**src/hw/rtl/max_subarray_sum_point_update_unit_macros.svh**
```systemverilog
// ----------------------------------------------------------------------------
// Assertion macros
// Shared concurrent assertion shorthands for the max subarray sum unit.
// ----------------------------------------------------------------------------
`ifndef MAX_SUBARRAY_SUM_POINT_UPDATE_UNIT_MACROS_SVH
`define MAX_SUBARRAY_SUM_POINT_UPDATE_UNIT_MACROS_SVH

// Check a property on every clock edge outside reset.
`define MSSPU_ASSERT(lbl, prop, msg) \
  lbl: assert property (@(posedge clk_i) disable iff (!rst_ni) (prop)) else $error(msg);

// Check a property on every clock edge, reset included.
`define MSSPU_ASSERT_ALWAYS(lbl, prop, msg) \
  lbl: assert property (@(posedge clk_i) (prop)) else $error(msg);

`endif

```
**src/hw/rtl/msspu_pkg.sv**
```systemverilog
// ----------------------------------------------------------------------------
// msspu_pkg
// Types and constants of the max subarray sum segment tree unit.
// ----------------------------------------------------------------------------
package msspu_pkg;

  localparam int unsigned LEAVES = 1024;
  localparam int unsigned IDX_W  = $clog2(LEAVES);
  localparam int unsigned NODES  = 2 * (1 << IDX_W);
  localparam int unsigned NODE_W = IDX_W + 1;
  localparam int unsigned VAL_W  = 32;
  localparam int unsigned SUM_W  = 42;
  localparam int unsigned TOT_W  = SUM_W + 1;

  typedef struct packed {
    logic signed [TOT_W-1:0] total;
    logic [SUM_W-1:0]        prefix;
    logic [SUM_W-1:0]        suffix;
    logic [SUM_W-1:0]        best;
  } node_t;

  localparam int unsigned NODE_BITS = $bits(node_t);

  typedef enum logic [4:0] {
    ST_CLEAR = 5'b00001,
    ST_IDLE  = 5'b00010,
    ST_LEAF  = 5'b00100,
    ST_MERGE = 5'b01000,
    ST_HOLD  = 5'b10000
  } state_e;

endpackage

```
**src/hw/rtl/msspu_merge.sv**
```systemverilog
// ----------------------------------------------------------------------------
// msspu_merge
// Node arithmetic: builds a leaf from a value or merges two child nodes.
// ----------------------------------------------------------------------------
module msspu_merge import msspu_pkg::*; (
  input  logic                    leaf_i,
  input  logic signed [VAL_W-1:0] value_i,
  input  node_t                   cur_i,
  input  node_t                   sib_i,
  input  logic                    cur_right_i,
  output node_t                   node_o
);

  node_t                   lft;
  node_t                   rgt;
  node_t                   merged;
  node_t                   leaf;
  logic signed [SUM_W+1:0] pre_alt;
  logic signed [SUM_W+1:0] suf_alt;
  logic [SUM_W:0]          cross_sum;
  logic [SUM_W-1:0]        side_best;

  always_comb begin
    lft = cur_right_i ? sib_i : cur_i;
    rgt = cur_right_i ? cur_i : sib_i;

    pre_alt = $signed({lft.total[TOT_W-1], lft.total}) + $signed({2'b00, rgt.prefix});
    suf_alt = $signed({rgt.total[TOT_W-1], rgt.total}) + $signed({2'b00, lft.suffix});
    cross_sum = {1'b0, lft.suffix} + {1'b0, rgt.prefix};
    side_best = (lft.best > rgt.best) ? lft.best : rgt.best;

    merged.total  = lft.total + rgt.total;
    merged.prefix = (pre_alt > $signed({2'b00, lft.prefix})) ? pre_alt[SUM_W-1:0]
                                                             : lft.prefix;
    merged.suffix = (suf_alt > $signed({2'b00, rgt.suffix})) ? suf_alt[SUM_W-1:0]
                                                             : rgt.suffix;
    merged.best   = (cross_sum > {1'b0, side_best}) ? cross_sum[SUM_W-1:0] : side_best;

    // Negative values clamp to zero for the empty subarray.
    leaf.total  = {{(TOT_W-VAL_W){value_i[VAL_W-1]}}, value_i};
    leaf.prefix = value_i[VAL_W-1] ? '0 : {{(SUM_W-VAL_W){1'b0}}, value_i};
    leaf.suffix = leaf.prefix;
    leaf.best   = leaf.prefix;

    node_o = leaf_i ? leaf : merged;
  end

endmodule

```
**config.mk**
```make
export PLATFORM = sky130hd
export DESIGN_NAME = msspu_merge
export DESIGN_NICKNAME = d
export VERILOG_FILES = /design/src/hw/rtl/max_subarray_sum_point_update_unit_macros.svh /design/src/hw/rtl/msspu_pkg.sv /design/src/hw/rtl/msspu_merge.sv
export SDC_FILE = /design/constraint.sdc
export NUM_CORES = 1
export LEC_CHECK = 0
export BUFFER_PORTS_ARGS = -buffer_cell sky130_fd_sc_hd__buf_2
export CAP_MARGIN = 20
export CORE_AREA = 5 5 209 211
export DETAILED_ROUTE_END_ITERATION = 10
export DIE_AREA = 0 0 214 216
export MAX_ROUTING_LAYER = met4
export PLACE_DENSITY = 0.74
export SYNTH_ARGS = -nofsm -noshare
export SYNTH_HDL_FRONTEND = slang
export SYNTH_SLANG_ARGS = --single-unit
```
**constraint.sdc**
```tcl
create_clock -name vclk -period 22.6
set_input_delay 2.26 -clock vclk [all_inputs]
set_output_delay 2.26 -clock vclk [all_outputs]
set_load 0.1 [all_outputs]
```
* Word-level counts from Yosys, hierarchy flattened *
Index checks and enable logic that the tools add are counted.

operators by class
  add/subtract/negate cells = 4
  $lt $le $gt $ge = 4
  muxes and demuxes = 8

operators by type and width
  operator                                         number
  169-bit 2-to-1 mux                               3
  42-bit 2-to-1 mux                                4
  43-bit by 43-bit adder with 44-bit output        2
  44-bit by 43-bit > comparator with 1-bit output  2
  42-bit by 42-bit adder with 43-bit output        1
  43-bit adder                                     1
  43-bit by 42-bit > comparator with 1-bit output  1
  42-bit > comparator                              1
  31-bit 2-to-1 mux                                1

storage, ports and cells
  flip-flop bits (word level) = 0
  input port bits = 372
  output and inout port bits = 169
  logic and storage cells = 16

* Longest topological paths before layout *
Gate-level depths: netlist of run 1.

  depth after elaboration = 6
  mapped depth = 31
  mapped depth without buffers = 24

* Worst setup path after synthesis of run 1 *
OpenSTA, ideal clock, no wires.

  kind = input to output
  start point = in cur_right_i
  end point = out node_o[43] (netlist bit)
  arrival = 12101 ps
  data required time = 20340 ps
  slack = 8239 ps
  stages = 25
  path buffers = 5
  cell sequence = clkbuf_1 buf_1 buf_1 buf_1 buf_1 mux2i_1 inv_1 ha_1 a211oi_1 o211ai_1 nand4_1 o31ai_1 o2111a_1 o31a_1 a31o_2 a221oi_1 xnor2_1 ha_1 nand4_1 or4_1 a211oi_1 a311oi_1 a31oi_1 nand2_1 o311ai_0

RTL lines
  element          RTL line           source
  start, declared  msspu_merge.sv:10  input logic cur_right_i,
  end, declared    msspu_merge.sv:11  output node_t node_o

==> results of run 1 <==
==> layout make-up <==
type | count | area share, %
timing repair buffer | 563 | 12.7
inverter | 93 | 1.51
tap | 539 | 2.92
antenna | 4 | 0.0433
multi-input combinational | 2490 | 82.9
==> where the power goes <==
| part | leakage [nW] | switching, mW | total [mW] | internal [mW] |
|---|---|---|---|---|
| clock | 0.0000254 | 0 | 0.0000000228 | 0.0000000227 |
| sequential | 0 | 0 | 0 | 0 |
| combinational | 11.1 | 1.34 | 1.84 | 0.499 |
| total | 11.1 | 1.34 | 1.84 | 0.499 |
==> layout by cell type (no fill, tap or decap), types with 8 or more instances in the layout <==
master / netlist / routed
a211o_1: 12 / 12
a211oi_1: 51 / 51
a211oi_2: 9 / 8
a21boi_0: 10 / 10
a21o_1: 108 / 108
a21oi_1: 240 / 239
a31o_2: 12 / 12
a31oi_1: 16 / 16
and2_1: 16 / 16
and3_1: 20 / 20
buf_2: 6 / 539
buf_4: 1 / 20
ha_1: 336 / 336
inv_1: 91 / 91
mux2_2: 216 / 216
mux2i_1: 162 / 161
nand2_1: 224 / 224
nand2b_1: 38 / 38
nand3_1: 53 / 53
nand4_1: 64 / 64
nor2_1: 152 / 151
nor2b_1: 29 / 29
nor3_1: 46 / 46
nor4_1: 8 / 8
o211ai_1: 46 / 46
o21a_1: 32 / 32
o21ai_0: 205 / 205
o21ai_1: 12 / 12
o21bai_1: 12 / 12
o221ai_1: 18 / 18
o311ai_1: 15 / 15
o31a_1: 10 / 10
o31ai_1: 29 / 29
or3_1: 10 / 10
xnor2_1: 91 / 91
xor2_1: 55 / 55
==> tightest hold or removal path: stages <==
cell and delay, ps:
buf_2 100, nand2_1 50, o21ai_0 70, buf_2 290
==> per-stage QoR <==
step	cell area, sq um	hold WS, ps
after floorplan	20000	4960
after global placement	23100	5020
after detailed placement	23100	5030
after CTS	23100	5030
after global routing	23100	5050
final	23100	5030
==> routing by layer <==
layer / vias to the layer above / share of wire (%) / GRT usage, %
met4: 0 / 4.0 / 11.8
met1: 11900 / 41 / 53.3
met2: 1656 / 43 / 63.5
met5: - / 0 / -
li1: 11300 / - / -
met3: 233 / 11 / 8.13
==> final timing paths <==
check / startpoint / end / depth (start not counted) / slack [ps]
worst max-delay path: cur_right_i / node_o[73] / 27 / 8970
worst min-delay path: value_i[22] / node_o[148] / 4 / 5030
==> logic make-up after synthesis <==
| group | count (synthesis) | synth area share [%] |
|---|---|---|
| simple gates | 695 | 16.8 |
| mux | 379 | 20.4 |
| fa+ha+maj | 340 | 21.5 |
| compound gates | 930 | 30.7 |
| xor+xnor | 146 | 6.41 |
| buf+inv | 223 | 4.29 |
==> flow_summary.yaml, run 1 <==
floorplanning:
  die_w_um: 214
  core-area_sq_um: 41600
  start_util_pct: 48.0
  dieHeight_um: 216
  io_pins: 541
  dieArea_sq_um: 46200
  rows: 75
worst_setup_path:
  cp_max_fo: 86
  cp_top_family: "compound AO/OA/AOI/OAI gates"
  arrival_ps: 11370
  crit_type: "input port to output pin"
  cp-end-kind: "output pin"
  cpMaxStageDelayCell: "buf_4"
  crit_top_cell: "buf_4"
  critPathBufInv: 6
  cp_slowest_stage_delay_ps: 740
  start_kind: "input port"
  worstPathRequired_ps: 20340
yosys:
  yosysWarnings: 0
  yosysUniqueCellTypes: 84
  syn-num-nets: 3425
  yosysSeqAreaShare_pct: 0
  yosysMostFrequentCell: "ha_1"
  syn_area_sq_um: 20000
  netlist_top_cells_count: "ha_1, a21oi_1, nand2_1"
  synthCells: 2713
  yosys.area.top_type_share_pct: 21.1
  yosysTopAreaCell: "ha_1"
  avgSynthCellArea_sq_um: 7.36
  synthTopCellsByArea: "ha_1, mux2_2, mux2i_1, a21oi_1, o21ai_0"
final_layout:
  seq_cell_count: 0
  multiInputGateArea_sq_um: 19100
  layout-area-overhead-vs-synth_pct: 15.7
  nClkBuffers: 0
  fillers: 4100
  fin_nets: 3860
  post-route-util_pct: 55.5
  layout.area.seq_sq_um: 0
  fin_cells: 3689
  drive_gt1_share_pct: 26.1
placement:
  place.gp.congestion: 1.09
  dp_cells: 3684
  hpwl_um: 85400
  pre_cts_slack_ps: 9250
  port-buffer-count: 541
run:
  cap_viol_max_count: 0
power:
  power_per_cell_area_nw_per_um2: 79.8
  power.total_mw: 1.84
  ir_worst_vdd_uv: 74.1
  p_leak_nw: 11.1
grt:
  grt_start_max_net_pins: 107
  antenna_found_initial: 3
  grt_pass1_wl_um: 144000
  gr-total-overflow: 0
  track_usage_pct: 40.6
  grt_pass1_vias: 23600
timing:
  drv_slew: 0
  worst_slew_pin_slew_ps: 952
  max_freq_mhz: 73.4
  timing_hold_violations_final: 0
  fin_setup_tns_ps: 0
  rsz0062_at_grt: "false"
  post-route-min-period_ps: 13630
  finalSetupViolCount: 0
  fin_crit_sh_pct: 60.3
  worst_slack_ps: 8970
  slew_headroom_pct: 36.3
route:
  drt-initial-drc-count: 3539
  wirelength_um: 99100
  drc: 0
  first_pass_iters: 7
  dr_total_vias: 25100
  wl_per_cell_um: 26.9
  antenna_left: 0
  vias_per_cell: 6.79
cts:
  post_cts_buffers: 0
  cts_hold_buffers: 0
  cts-resized-gates: 0
min_path:
  hp-class: "input port to output pin"
status:
  status: "completed"
(Power assumes the default switching activity.)
==> run 2, diff against run 1 <==
--- a/config.mk
+++ b/config.mk
@@ -7,11 +7,11 @@
 export LEC_CHECK = 0
 export BUFFER_PORTS_ARGS = -buffer_cell sky130_fd_sc_hd__buf_2
 export CAP_MARGIN = 20
-export CORE_AREA = 5 5 209 211
+export CORE_MARGIN = 5
+export CORE_UTILIZATION = 51
 export DETAILED_ROUTE_END_ITERATION = 10
-export DIE_AREA = 0 0 214 216
 export MAX_ROUTING_LAYER = met4
-export PLACE_DENSITY = 0.74
+export PLACE_DENSITY = 0.81
 export SYNTH_ARGS = -nofsm -noshare
 export SYNTH_HDL_FRONTEND = slang
 export SYNTH_SLANG_ARGS = --single-unit
==> constraint.sdc (replaced) <==
create_clock -name vclk -period 12.5
set_input_delay 1.25 -clock vclk [all_inputs]
set_output_delay 1.25 -clock vclk [all_outputs]
set_load 0.1 [all_outputs]
==> flow_summary.yaml, run 2 (same netlist as run 1, synthesis figures left out) <==
status:
  status: "completed"
route:
  drt-initial-drc-count: 3672
  dr_total_vias: 25500
  wirelength_um: 99700
  wl_per_cell_um: 27.2
  antenna_left: 0
  vias_per_cell: 6.96
  drc: 0
  first_pass_iters: 7
final_layout:
  fin_cells: 3666
  drive_gt1_share_pct: 26.0
  seq_cell_count: 0
  fin_nets: 3858
  layout.area.seq_sq_um: 0
  final_cell_mix: "buf_2, ha_1, a21oi_1, nand2_1, mux2_2"
  nClkBuffers: 0
  layout_commonest_cell: "buf_2"
  layout-area-overhead-vs-synth_pct: 15.6
grt:
  grt_pass1_vias: 24100
  grt_pass1_wl_um: 145000
  track_usage_pct: 43.3
  antenna_found_initial: 4
  gr-total-overflow: 0
  grt_start_max_net_pins: 106
worst_setup_path:
  cp-end-kind: "output pin"
  arrival_ps: 10170
  cp_slowest_stage_delay_ps: 700
  critPathBufInv: 6
  cpMaxStageDelayCell: "a211oi_1"
  worstPathRequired_ps: 11250
  crit_top_cell: "a211oi_1"
  cp_max_fo: 105
  start_kind: "input port"
  critPathLaunch: "cur_right_i"
  cp_top_family: "compound AO/OA/AOI/OAI gates"
  crit_type: "input port to output pin"
power:
  power.total_mw: 3.35
  ir_worst_vdd_uv: 136
  p_leak_nw: 11.1
  power_per_cell_area_nw_per_um2: 145
placement:
  hpwl_um: 85200
  port-buffer-count: 541
  place.gp.congestion: 1.11
  dp_cells: 3660
floorplanning:
  dieArea_sq_um: 43200
  io_pins: 541
  die_w_um: 208
  start_util_pct: 51.6
  dieHeight_um: 208
  rows: 72
  core-area_sq_um: 38600
timing:
  slew_headroom_pct: 34.7
  worst_slew_pin_slew_ps: 980
  max_freq_mhz: 87.6
  fin_setup_tns_ps: 0
  timing_hold_violations_final: 0
  rsz0062_at_grt: "false"
  hold_slack_ps: 3010
  drv_slew: 0
  finalSetupViolCount: 0
  fin_crit_sh_pct: 91.3
  post-route-min-period_ps: 11420
min_path:
  hp-class: "input port to output pin"
  min_from: "value_i[7]"
cts:
  post_cts_buffers: 0
  cts_hold_buffers: 0
  cts-resized-gates: 0
run:
  cap_viol_max_count: 0
run 2: path summary, 6_finish.rpt:
kind                       to  slack, ps  cells after the start
setup / recovery   node_o[43]       1080                     28
hold / removal    node_o[133]       3010                      4
run 2: layer usage:
layer	track usage (%)	wire length [um]	vias to the layer above
met2	67.3	42900	1954
met4	17.0	5400	0
met5	-	0	-
li1	-	-	11300
met1	55.0	39400	11900
met3	9.49	12000	378
run 2: per-stage QoR:
stage / area (sq um) / setup WS [ps] / utilization [%]
2_1_floorplan: 20000 / 159 / -
3_3_place_gp: 23000 / 1550 / 59.6
6_report: 23100 / 1080 / 59.7
3_5_place_dp: 23000 / 1570 / 59.6
4_1_cts: 23000 / 1550 / 59.6
5_1_grt: 23100 / 852 / 59.7
run 2: area by class of cell:
cell class,count,area [sq um]
diodes,4,10.0
fillers,3600,15600
inverters,93,349
multi-input cells,2490,19100
well taps,518,648
repair buffers,561,2920
run 2: tightest hold or removal path: cells and delay by family:
family	cells	cell delay [ps]
AOI/OAI and AO/OA	1	60
buffers and inverters	2	390
and+or+nand+nor	1	50
run 2: report_power, final:
part	switching (mW)	internal (mW)
Clock	0	0.0000000214
Combinational	2.45	0.899
Sequential	0	0
Total	2.45	0.899
