==> config.mk <==
export PLATFORM = sky130hd
export DESIGN_NAME = msspu_ram
export DESIGN_NICKNAME = d
export VERILOG_FILES = /design/src/hw/rtl/max_subarray_sum_point_update_unit_macros.svh /design/src/hw/rtl/msspu_ram.sv
export SDC_FILE = /design/constraint.sdc
export NUM_CORES = 1
export LEC_CHECK = 0
export BUFFER_PORTS_ARGS = -buffer_cell sky130_fd_sc_hd__buf_2
export CAP_MARGIN = 20
export CELL_PAD_IN_SITES_DETAIL_PLACEMENT = 0
export CELL_PAD_IN_SITES_GLOBAL_PLACEMENT = 1
export CORE_MARGIN = 3
export CORE_UTILIZATION = 35
export CTS_BUF_LIST = sky130_fd_sc_hd__clkbuf_16
export DETAILED_ROUTE_END_ITERATION = 10
export HOLD_SLACK_MARGIN = 0.12
export PLACE_DENSITY_LB_ADDON = 0.05
export SYNTH_ARGS = -nofsm -noshare
export SYNTH_HDL_FRONTEND = slang
export SYNTH_SLANG_ARGS = --single-unit
==> constraint.sdc <==
create_clock -name clk_i -period 4.17 [get_ports clk_i]
set_clock_uncertainty 0.05 [all_clocks]
set_input_delay 0.2085 -clock clk_i [delete_from_list [all_inputs] [get_ports clk_i]]
set_output_delay 0.2085 -clock clk_i [all_outputs]
set_load 0.01 [all_outputs]
==> src/hw/rtl/max_subarray_sum_point_update_unit_macros.svh <==
// ----------------------------------------------------------------------------
// Assertion macros
// Shared concurrent assertion shorthands for the max subarray sum unit.
// ----------------------------------------------------------------------------
`ifndef MAX_SUBARRAY_SUM_POINT_UPDATE_UNIT_MACROS_SVH
`define MAX_SUBARRAY_SUM_POINT_UPDATE_UNIT_MACROS_SVH

// Check a property on every clock edge outside reset.
`define MSSPU_ASSERT(lbl, prop, msg) \
  lbl: assert property (@(posedge clk_i) disable iff (!rst_ni) (prop)) else $error(msg);

// Check a property on every clock edge, reset included.
`define MSSPU_ASSERT_ALWAYS(lbl, prop, msg) \
  lbl: assert property (@(posedge clk_i) (prop)) else $error(msg);

`endif

==> src/hw/rtl/msspu_ram.sv <==
// ----------------------------------------------------------------------------
// msspu_ram
// Generic single write port, single read port RAM with registered read.
// ----------------------------------------------------------------------------
module msspu_ram #(
  parameter int unsigned WIDTH = 8,
  parameter int unsigned DEPTH = 16
) (
  input  logic                     clk_i,
  input  logic                     we_i,
  input  logic [$clog2(DEPTH)-1:0] waddr_i,
  input  logic [WIDTH-1:0]         wdata_i,
  input  logic [$clog2(DEPTH)-1:0] raddr_i,
  output logic [WIDTH-1:0]         rdata_o
);

  logic [WIDTH-1:0] mem_q [DEPTH];
  logic [WIDTH-1:0] rdata_q;

  always_ff @(posedge clk_i) begin
    if (we_i) begin
      mem_q[waddr_i] <= wdata_i;
    end
    rdata_q <= mem_q[raddr_i];
  end

  assign rdata_o = rdata_q;

endmodule

Word-level counts from Yosys, hierarchy flattened
Memories as Yosys holds them, arrays and structs flattened. A register that Yosys moved wholly into a read port is not among the register bits.
Cells that the tools add are included.

storage, ports and cells
  flip-flop bits (word level) = 0
  memory bits (writable) = 128
  bits of input ports = 18
  output and inout bits = 8
  logic and storage cells = 3
  memories = 1

memories
  memory  depth  bits a word  rd ports  clocked after memory_dff  write ports  RTL line         RTL
  mem_q   16     8            1         1                         1            msspu_ram.sv:17  logic [WIDTH-1:0] mem_q [DEPTH];

operators by class
  multiplexer cells = 2

operators with widths
  kind               count
  two-way mux 1 bit  2

Depth between registers and ports, before layout
Gate-level depths: netlist of run 1.

  word-level depth = 2
  mapped depth = 5
  mapped depth without buffers = 3

Least setup slack after synthesis of run 1
OpenSTA, ideal clock, no wires.

  kind = input-to-reg
  start = input port waddr_i[2]
  end = memory mem_q[0][0] (enable)
  setup time = 0.383 ns
  data arrival time = 1.318 ns
  required time = 3.737 ns
  setup slack = 2.419 ns
  cell stages on the path = 2
  path buffers = 0
  path through = or3b_2 > nor3_1

RTL lines
  what                RTL line         RTL
  start: declaration  msspu_ram.sv:11  input logic [$clog2(DEPTH)-1:0] waddr_i,
  end: declaration    msspu_ram.sv:17

No word-level cell before the write port.

==> results of run 1 <==
## worst max-delay path, cell delays in order
cell and delay [ns]:
buf_2 0.64, buf_4 0.35, mux4_1 0.58, a22oi_1 0.19, nand2_1 0.07
## stage by stage
| stage | area, µm² | instances | hold WS (ns) | worst slack [ns] | util, % |
|---|---|---|---|---|---|
| after floorplan | 5147 | 229 | 0.2574 | 2.419 | - |
| after global placement | 5449 | 429 | 0.5602 | 1.896 | 38.51 |
| after detailed placement | 5449 | 429 | 0.5599 | 1.863 | 38.51 |
| after CTS | 6018 | 461 | 0.1227 | 2.304 | 42.53 |
| after global routing | 6018 | 461 | 0.1397 | 2.191 | 42.53 |
| final | 6018 | 461 | 0.1352 | 2.346 | 42.53 |
## sequential cells by signal, summed over array words and instances (netlist names)
name	cells
mem_q	128
rdata_o	8
## logic make-up after synthesis
kind of cell	Yosys count	synth area share (%)
DFF	136	77.78
and+or+nand+nor	35	3.184
muxes	32	15.02
AOI/OAI and AO/OA	16	2.334
buffers and inverters	10	1.677
## worst paths after layout
check / from / to / cells after the start
max: raddr_i[0] / rdata_o[3]$_DFF_P_ / 5
min: wdata_i[4] / mem_q[6][4]$_DFFE_PP_ / 1
max reg2reg: mem_q[8][2]$_DFFE_PP_ / rdata_o[2]$_DFF_P_ / 3
min reg2reg: mem_q[14][4]$_DFFE_PP_ / rdata_o[4]$_DFF_P_ / 3
## report_power, final
group / total (µW) / internal (µW) / switching [µW]
combinational: 138 / 55.6 / 82.8
sequential: 1540 / 1530 / 11.4
clock: 1440 / 918 / 518
total: 3110 / 2500 / 612
## layout by cell type (no fill, tap or decap), drive strengths merged, types with 2 or more instances in the layout
cell	n
mux4	32
buf	30
edfxtp	128
clkbuf	17
nand2	9
a22oi	16
bufinv	3
nand3b	2
nand2b	2
nor2	13
dfxtp	8
clkinv	8
inv	3
nor3	4
## metal layers
metal / vias up / wire (µm) / track usage (%) / share of wire [%]
met2: 63 / 4870 / 20.78 / 45
met1: 1238 / 5219 / 21.27 / 49
met4: 0 / 176 / 6.435 / 1.6
met5: - / 0 / 0 / 0
li1: 1053 / - / - / -
met3: 15 / 473 / 3.930 / 4.4
## layout make-up
class | count | area [µm²] | share of cell area [%]
sequential | 136 | 4004 | 66.53
multi-input combinational | 83 | 1057 | 17.57
clock buffer | 17 | 425.4 | 7.069
tap | 180 | 225.2 | 3.742
timing repair buffer | 30 | 162.7 | 2.703
clock inverter | 15 | 143.9 | 2.391
==> metrics.yaml, run 1 <==
wl_per_cell_um: 23.30
htree_levels: 4
tightest_slew_ns: 0.9639
antenna_cells: 0
grt_antenna_before_repair: 0
drt-initial-drc-count: 203
grt_pass1_vias: 2496
hold_class: "in -> reg"
cts_tree: "yes"
ant_nets: 0
routed_wl_um: 10740
ys_types: 19
ctsRootBufferMaster: "clkbuf_16"
cp-end-kind: "flip-flop"
rsz0062_at_grt: "no"
io_buffers: 25
finalHoldViolCount: 0
worstPathRequired_ns: 4.41
final.setup.tns_ns: 0
worst-path-max-fanout: 23
rrSetupSlack_ns: 2.71
drc: 0
syn-instance-count: 229
fin_crit_sh_pct: 43.75
critical_path_arrival_ns: 2.07
synth_common_cells: "edfxtp_1, mux4_2, a22oi_1, mux4_1, nor2_1"
synth-seq-cells: 136
numCtsBuffers: 17
setup_viol: 0
cts_buffer_depth: 2
total_power_uw: 3115
yosys_warnings: 0
num_vias: 2369
post-cts-setup-buffers: 0
clk_latency_ns: 0.41
async_reset_ff_share_pct: 0
slew_headroom_pct: 35.50
n_fill_cell: 1247
num_rows: 43
area_growth_pct: 16.92
startpoint_type: "input pin"
status: "finished, final reports clean"
yosysMostFrequentCell: "edfxtp_1"
grt_pass1_wl_um: 16500
syn_nets: 247
synth_edf_count: 128
vias_per_cell: 5.139
drive_gt1_share_pct: 26.33
cts-hold-fix-buffers: 0
path_clk_slew_ns: 0.05
p_leak_uw: 0.002010
ios: 26
maxCapViolations: 0
grt.total_usage_pct: 14.64
syn_area_per_cell_um2: 22.48
die_h_um: 127.3
numClockSinks: 136
core_area_mm2: 0.01415
period_minus_slack_ns: 1.824
ys.flop_type: "edfxtp_1"
fin_nets: 286
fp.dieArea_mm2: 0.01620
post_cts_resized: 0
gp_congestion: 0.7006
grt_max_degree: 33
seq_area_frac_synth_pct: 77.78
synth_area_leaders: "edfxtp_1, mux4_2, mux4_1, dfxtp_1, a22oi_1"
p_per_area_mw_per_mm2: 517.6
dp_hpwl_um: 6928
drt_first_pass_iters: 5
max_freq_mhz: 548.1
netlist_area_mm2: 0.005147
grt_remaining_overflow: 0
synth_top_area_cell: "edfxtp_1"
dieWidth_um: 127.3
synth_top_area_share_pct: 74.67
path_class: "in -> reg"
start_util_pct: 36.38
slew_viol_final: 0
vdd_ir_drop_max_uv: 211.0
No activity file was read; power rests on OpenSTA's default activity.
==> run 2, diff against run 1 <==
--- a/config.mk
+++ b/config.mk
@@ -5,6 +5,7 @@
 export SDC_FILE = /design/constraint.sdc
 export NUM_CORES = 1
 export LEC_CHECK = 0
+export ABC_AREA = 1
 export BUFFER_PORTS_ARGS = -buffer_cell sky130_fd_sc_hd__buf_2
 export CAP_MARGIN = 20
 export CELL_PAD_IN_SITES_DETAIL_PLACEMENT = 0
==> constraint.sdc (replaced) <==
create_clock -name clk_i -period 1.65 [get_ports clk_i]
set_clock_uncertainty 0.05 [all_clocks]
set_input_delay 0.0825 -clock clk_i [delete_from_list [all_inputs] [get_ports clk_i]]
set_output_delay 0.0825 -clock clk_i [all_outputs]
set_load 0.01 [all_outputs]
==> run 2 against run 1 <==
Compared with the run above:
- via count is 58% higher
- routed wire length increased by 35%
- power rose by 140%
- critical path depth is 1 higher
- sequential power rose to 2.5 times the previous value
- non-clock buffer count is 31 higher
- final cell count grew 81%
- combinational power increased to 3.8 times the previous value
- largest cell class unchanged
- area after synthesis up 12%
==> metrics.yaml, run 2 <==
final_common_cell: "nand2_1"
crit_slowest_cell: "edfxtp_1"
slew_viol_final: 0  # unchanged
path_class: "reg -> reg"
dieWidth_um: 134.4  # +5.6%
worstPathRequired_ns: 1.90  # -2.51 ns
gp_congestion: 0.7258  # +3.6%
grt_remaining_overflow: 0  # unchanged
fin_area_mm2: 0.006824  # +13%
synth_edf_count: 128  # unchanged
num_vias: 3735  # +58%
cp-end-kind: "flip-flop"
switching_share_pct: 22.21  # +2.6 points
syn_area_per_cell_um2: 10.47  # -53%
largest_reg_flops: 128  # unchanged
synth_top_area_share_pct: 66.65  # -8.0 points
p_per_area_mw_per_mm2: 1106  # +110%
fin_nets: 625  # +120%
ctsRootBufferMaster: "clkbuf_16"
switching_power_uw: 1676  # +170%
crit_path_cell_trace: "inv_1 -> nand2_1 -> nand3_1 -> nand3_1 -> nand3_1 -> nand2_1"
fp.dieArea_mm2: 0.01805  # +11%
maxCapViolations: 0  # unchanged
vias_per_cell: 4.468  # -13%
numClockSinks: 136  # unchanged
grt_antenna_before_repair: 0  # unchanged
drt-initial-drc-count: 236  # +16%
setup_viol: 0  # unchanged
slew_headroom_pct: 72.36  # +37 points
fin_util_pct: 42.65  # +0.12 points
post_cts_resized: 0  # unchanged
area_growth_pct: 18.33
gr-usage-met1_pct: 23.99  # +2.7 points
drt_first_pass_iters: 5  # unchanged
async_reset_ff_share_pct: 0  # unchanged
netlist_area_mm2: 0.005767  # +12%
drive_gt1_share_pct: 11.94  # -14 points
rsz0062_at_grt: "no"
grt_pass1_vias: 3822  # +53%
seq_area_frac_synth_pct: 69.43  # -8.4 points
ant_nets: 0  # unchanged
drc: 0  # unchanged
wl_per_cell_um: 17.32  # -26%
syn-instance-count: 551  # +140%
cpPeakStageDelay_ns: 0.35  # -0.29 ns
critical_path_arrival_ns: 1.31  # -0.76 ns
critPathBufInv: 1  # -1
htree_levels: 4  # unchanged
ys.flop_type: "edfxtp_1"
antenna_cells: 0  # unchanged
fin_crit_sh_pct: 64.56
worst-path-max-fanout: 1  # -96%
syn_nets: 569  # +130%
synth_top_area_cell: "edfxtp_1"
max_freq_mhz: 938.8
start_util_pct: 36.04  # -0.34 points
yosysMostFrequentCell: "nand2_1"
cts_tree: "yes"
hold_slack_ns: 0.2057  # +0.07052 ns
dp_hpwl_um: 8683  # +25%
post-cts-setup-buffers: 0  # unchanged
p_clk_share_pct: 41.7  # -4.4 points
power_frac_comb_pct: 6.9  # +2.5 points
yosys_warnings: 0  # unchanged
crit_path_frequent_cell: "nand3_1"
startpoint_type: "flip-flop"
core_area_mm2: 0.01600  # +13%
ios: 26  # unchanged
tightest_slew_ns: 0.4145  # -0.5493 ns
grt.total_usage_pct: 17.24  # +2.6 points
use_met3_pct: 3.863  # -0.066 points
internal_power_uw: 5871  # +130%
path_clk_slew_ns: 0.06  # about the same
die_h_um: 134.4  # +5.6%
final.setup.tns_ns: 0  # unchanged
globalRouteMet2Util_pct: 27.09  # +6.3 points
synth_common_cells: "nand2_1, edfxtp_1, inv_1, nand3_1, nor2_1"
io_buffers: 25  # unchanged
layout_common_cells: "nand2_1, edfxtp_1, inv_1"
busiest_layer: "met2"
ys_types: 12  # -7
status: "finished, final reports clean"
vdd_ir_drop_max_uv: 692.9  # +230%
numCtsBuffers: 17  # unchanged
path_delay_family: "simple AND/OR/NAND/NOR gates"
clk_latency_ns: 0.41  # about the same
hold_class: "in -> reg"
synth-seq-cells: 136  # unchanged
num_rows: 46  # +7.0%
grt_pass1_wl_um: 22720  # +38%
cts_buffer_depth: 2  # unchanged
grt_max_degree: 65  # +97%
finalHoldViolCount: 0  # unchanged
seqPwrFrac_pct: 51.5  # +2.0 points
p_leak_uw: 0.002977  # +48%
routed_wl_um: 14480  # +35%
synth_area_leaders: "edfxtp_1, nand2_1, nand3_1, inv_1, dfxtp_1"
dpl-instance-area_mm2: 0.006248  # +15%
largest-register: "mem_q"
period_minus_slack_ns: 1.065
==> run 2: cell types whose count changed after synthesis, moves of 3 or more <==
| cell | change |
|---|---|
| buf_2 | +10 |
| nand3_1 | +96 |
| buf_6 | +3 |
| buf_4 | +3 |
| clkdlybuf4s25_2 | -3 |
| mux4_2 | -18 |
| mux4_1 | -14 |
| nor3_1 | -4 |
| a22oi_1 | -16 |
| inv_1 | +100 |
| nand2_1 | +164 |
| nor2_1 | +4 |
==> run 2: timing repair <==
item                       4_1_cts  5_1_grt
hold buffers                     9        0
hold endpoints to repair       129        0
setup endpoints to repair        0        0
==> run 2: per-layer routing <==
metal	part of all wire, %	wire length [µm]
met1	49	7044
met2	46	6618
met3	4.3	624
met4	1.3	189
met5	0	0
==> run 2: final cells by class <==
type / count / area [µm²]
repair buffers: 61 / 467.9
clock inverters: 15 / 60.06
well taps: 216 / 270.3
fillers: 1653 / 9176
clock buffers: 17 / 425.4
inverters: 102 / 382.9
flip-flops and latches: 136 / 4004
multi-input cells: 289 / 1214
==> run 2: worst min-delay path, delay by kind of cell <==
family,cells,cell delay [ns]
buf+inv,2,0.32
simple gates,3,0.23
==> run 2: stage by stage <==
step	std cells	setup slack (ns)	power, µW
finish	836	0.5848	7548
global route	836	0.4327	7856
CTS	836	0.5500	7654
detailed placement	795	0.3748	4473
global placement	795	0.3754	4471
floorplan	551	0.5667	4236
==> run 2: cells by family (layout without fill, tap and decap cells) <==
kind of cell	count (synthesis)	count (layout)	synth area share, %
AND/OR/NAND/NOR	289	289	21.05
flip-flops	136	136	69.43
buffers and inverters	126	195	9.525
==> run 2: worst paths after layout <==
| path | startpoint | to | slack [ns] | cells past startpoint |
|---|---|---|---|---|
| setup / recovery | mem_q[13][7]$_DFFE_PP_ | rdata_o[7]$_DFF_P_ | 0.58 | 6 |
| hold / removal | raddr_i[2] | rdata_o[7]$_DFF_P_ | 0.21 | 5 |
| setup reg to reg | mem_q[13][7]$_DFFE_PP_ | rdata_o[7]$_DFF_P_ | 0.58 | 6 |
| hold reg to reg | mem_q[6][7]$_DFFE_PP_ | rdata_o[7]$_DFF_P_ | 0.62 | 6 |
==> run 2: power groups by stage <==
stage	logic (µW)	registers (µW)	clock network [µW]
2_1_floorplan	272	3960	0
3_3_place_gp	518	3950	0
3_5_place_dp	519	3950	0
4_1_cts	536	3880	3230
5_1_grt	586	3890	3380
6_report	519	3880	3140
==> run 3, diff against run 2 <==
==> constraint.sdc (replaced) <==
create_clock -name clk_i -period 0.96 [get_ports clk_i]
set_clock_uncertainty 0.05 [all_clocks]
set_input_delay 0.048 -clock clk_i [delete_from_list [all_inputs] [get_ports clk_i]]
set_output_delay 0.048 -clock clk_i [all_outputs]
set_load 0.01 [all_outputs]
==> run 3 against run 2 <==
Compared with the run above:
- the flow now finishes with violations (negative setup slack)
- worst hold slack got worse by 0.088 ns
- power rose by 83%
- routed wire length rose by 0.18%
- maximum frequency rose by 8.5%
- die area did not move
- register-to-register slack got worse by 0.61 ns
==> metrics.yaml, run 3 (synthesized netlist as in run 2, its figures left out) <==
worst-path-max-fanout: 1  # unchanged
status: "complete, but fails checks"
drt-initial-drc-count: 290  # +23%
start_util_pct: 36.04  # unchanged
io_buffers: 25  # unchanged
routed_wl_um: 14500  # +0.18%
cts_tree: "yes"
seq_area_mm2: 0.004010  # +0.16%
post-cts-setup-buffers: 0  # unchanged
period_minus_slack_ns: 0.9816  # -0.08357 ns
max_freq_mhz: 1019  # +8.5%
drive_gt1_share_pct: 23.82  # +12 points
p_per_area_mw_per_mm2: 1887  # +71%
path_clk_slew_ns: 0.06  # about the same
maxCapViolations: 0  # unchanged
dieWidth_um: 134.4  # unchanged
worstPathRequired_ns: 1.21  # -0.69 ns
startpoint_type: "flip-flop"
dp_hpwl_um: 9560  # +10%
grt_antenna_before_repair: 0  # unchanged
rsz0062_at_grt: "yes"
violations: "negative setup slack"
antenna_cells: 0  # unchanged
fin_nets: 643  # +2.9%
grt_pass1_vias: 3964  # +3.7%
holdPathEnd: "rdata_o[0]$_DFF_P_"
top_layer: "met4"
wl_met3_um: 590  # -5.4%
routed-wl-met2_um: 6770  # +2.3%
fin_crit_sh_pct: 102.3  # +38 points
final.setup.tns_ns: -0.03589  # -0.03589 ns
vias_per_cell: 4.601  # +3.0%
critical_path_arrival_ns: 1.23  # -0.08 ns
clk_latency_ns: 0.41  # about the same
grt_remaining_overflow: 0  # unchanged
num_vias: 3929  # +5.2%
hold_class: "in -> reg"
reg2reg_to: "rdata_o[2]$_DFF_P_"
path_class: "reg -> reg"
ff2ff_path_depth: 6  # unchanged
gp_congestion: 0.7686  # +5.9%
final_common_cell: "nand2_1"
fin_area_mm2: 0.007320  # +7.3%
grt.total_usage_pct: 17.02  # -0.22 points
htree_levels: 4  # unchanged
setup_viol: 5  # +5
numCtsBuffers: 17  # unchanged
met1Wirelength_um: 6956  # -1.2%
tightest_slew_ns: 0.4750  # +0.06043 ns
core_area_mm2: 0.01600  # unchanged
drc: 0  # unchanged
finalHoldViolCount: 0  # unchanged
slew_headroom_pct: 68.30  # -4.1 points
ant_nets: 0  # unchanged
ios: 26  # unchanged
ctsRootBufferMaster: "clkbuf_16"
n_fill_cell: 1577  # -4.6%
die_h_um: 134.4  # unchanged
dpl-instance-area_mm2: 0.006441  # +3.1%
p_leak_uw: 0.003160  # +6.1%
vdd_ir_drop_max_uv: 1093  # +58%
area_growth_pct: 26.93
fp.dieArea_mm2: 0.01805  # unchanged
multiInputGateArea_mm2: 0.001406  # +16%
min_from: "raddr_i[2]"
holdPathStages: 6  # +1
grt_max_degree: 29  # -55%
cts_buffer_depth: 2  # unchanged
largest_reg_flops: 128  # unchanged
largest-register: "mem_q"
numClockSinks: 136  # unchanged
grt_pass1_wl_um: 22600  # -0.51%
worst_slack_ns: -0.02165  # -0.6064 ns
num_rows: 46  # unchanged
slew_viol_final: 0  # unchanged
rrSetupSlack_ns: -0.02  # -0.61 ns
hold_slack_ns: 0.1176  # -0.08811 ns
r2r-start: "mem_q[2][2]$_DFFE_PP_"
layout_common_cells: "nand2_1, edfxtp_1, inv_1"
wl_per_cell_um: 16.98  # -1.9%
cp-end-kind: "flip-flop"
drt_first_pass_iters: 4  # -1
run 3: changes by cell type in the layout (fill, tap and decap cells not counted), sizes merged:
cell	before	now
clkinvlp	0	4
bufinv	0	1
dlygate4sd3	9	10
clkinv	8	9
buf	52	69
inv	109	103
run 3: timing repair:
item / in CTS / in global routing
endpoints found under the hold margin: 136 / 0
setup endpoints to repair: 14 / 16
pin swaps: 15 / 18
gates resized for setup: 30 / 20
hold buffers: 10 / 0
run 3: how the worst max path moves through the flow:
stage / endpoint / depth (start not counted) / startpoint
after floorplan: mem_q[10][0]$_DFFE_PP_ / 2 / waddr_i[2]
final: rdata_o[2]$_DFF_P_ / 6 / mem_q[2][2]$_DFFE_PP_
after global placement: rdata_o[3]$_DFF_P_ / 7 / raddr_i[0]
after detailed placement: mem_q[2][3]$_DFFE_PP_ / 5 / waddr_i[2]
after CTS: rdata_o[4] / 1 / rdata_o[4]$_DFF_P_
after global routing: rdata_o[5]$_DFF_P_ / 6 / mem_q[4][5]$_DFFE_PP_
run 3: final cells by class:
cell class / count / share of cell area [%]
multi-input cells: 289 / 19.21
inverters: 102 / 5.231
well taps: 216 / 3.692
repair buffers: 79 / 9.470
flip-flops and latches: 136 / 54.79
clock buffers: 17 / 5.812
clock inverters: 15 / 1.795
run 3: layer usage:
layer | track usage, % | vias up
met4 | 5.147 | 0
met2 | 26.90 | 77
li1 | - | 1918
met3 | 3.226 | 13
met1 | 23.99 | 1921
met5 | 0 | -
run 3: metrics by stage:
step                      utilization [%]  total power (µW)  setup slack [ns]  cells
final                               45.75             13820          -0.02165    854
after global routing                45.75             14360          -0.09078    854
after CTS                           45.24             13940          -0.02523    854
after detailed placement            40.26              7741           -0.2394    812
after global placement              40.26              7740           -0.2493    812
after floorplan                         -              7285          -0.08883    551
run 3: worst max-delay path: stages, from the launching register on:
cell and delay, ns:
edfxtp_1 0.38, inv_1 0.07, nand2_1 0.06, nand3_2 0.07, nand3_2 0.07, nand3_2 0.10, nand2_1 0.08
run 3: report_power, final:
group          leakage (µW)  switching (µW)  internal (µW)
Clock              0.000263            2520           3560
Sequential          0.00122            47.4           6640
Combinational       0.00167             651            393
Total               0.00316            3220          10600
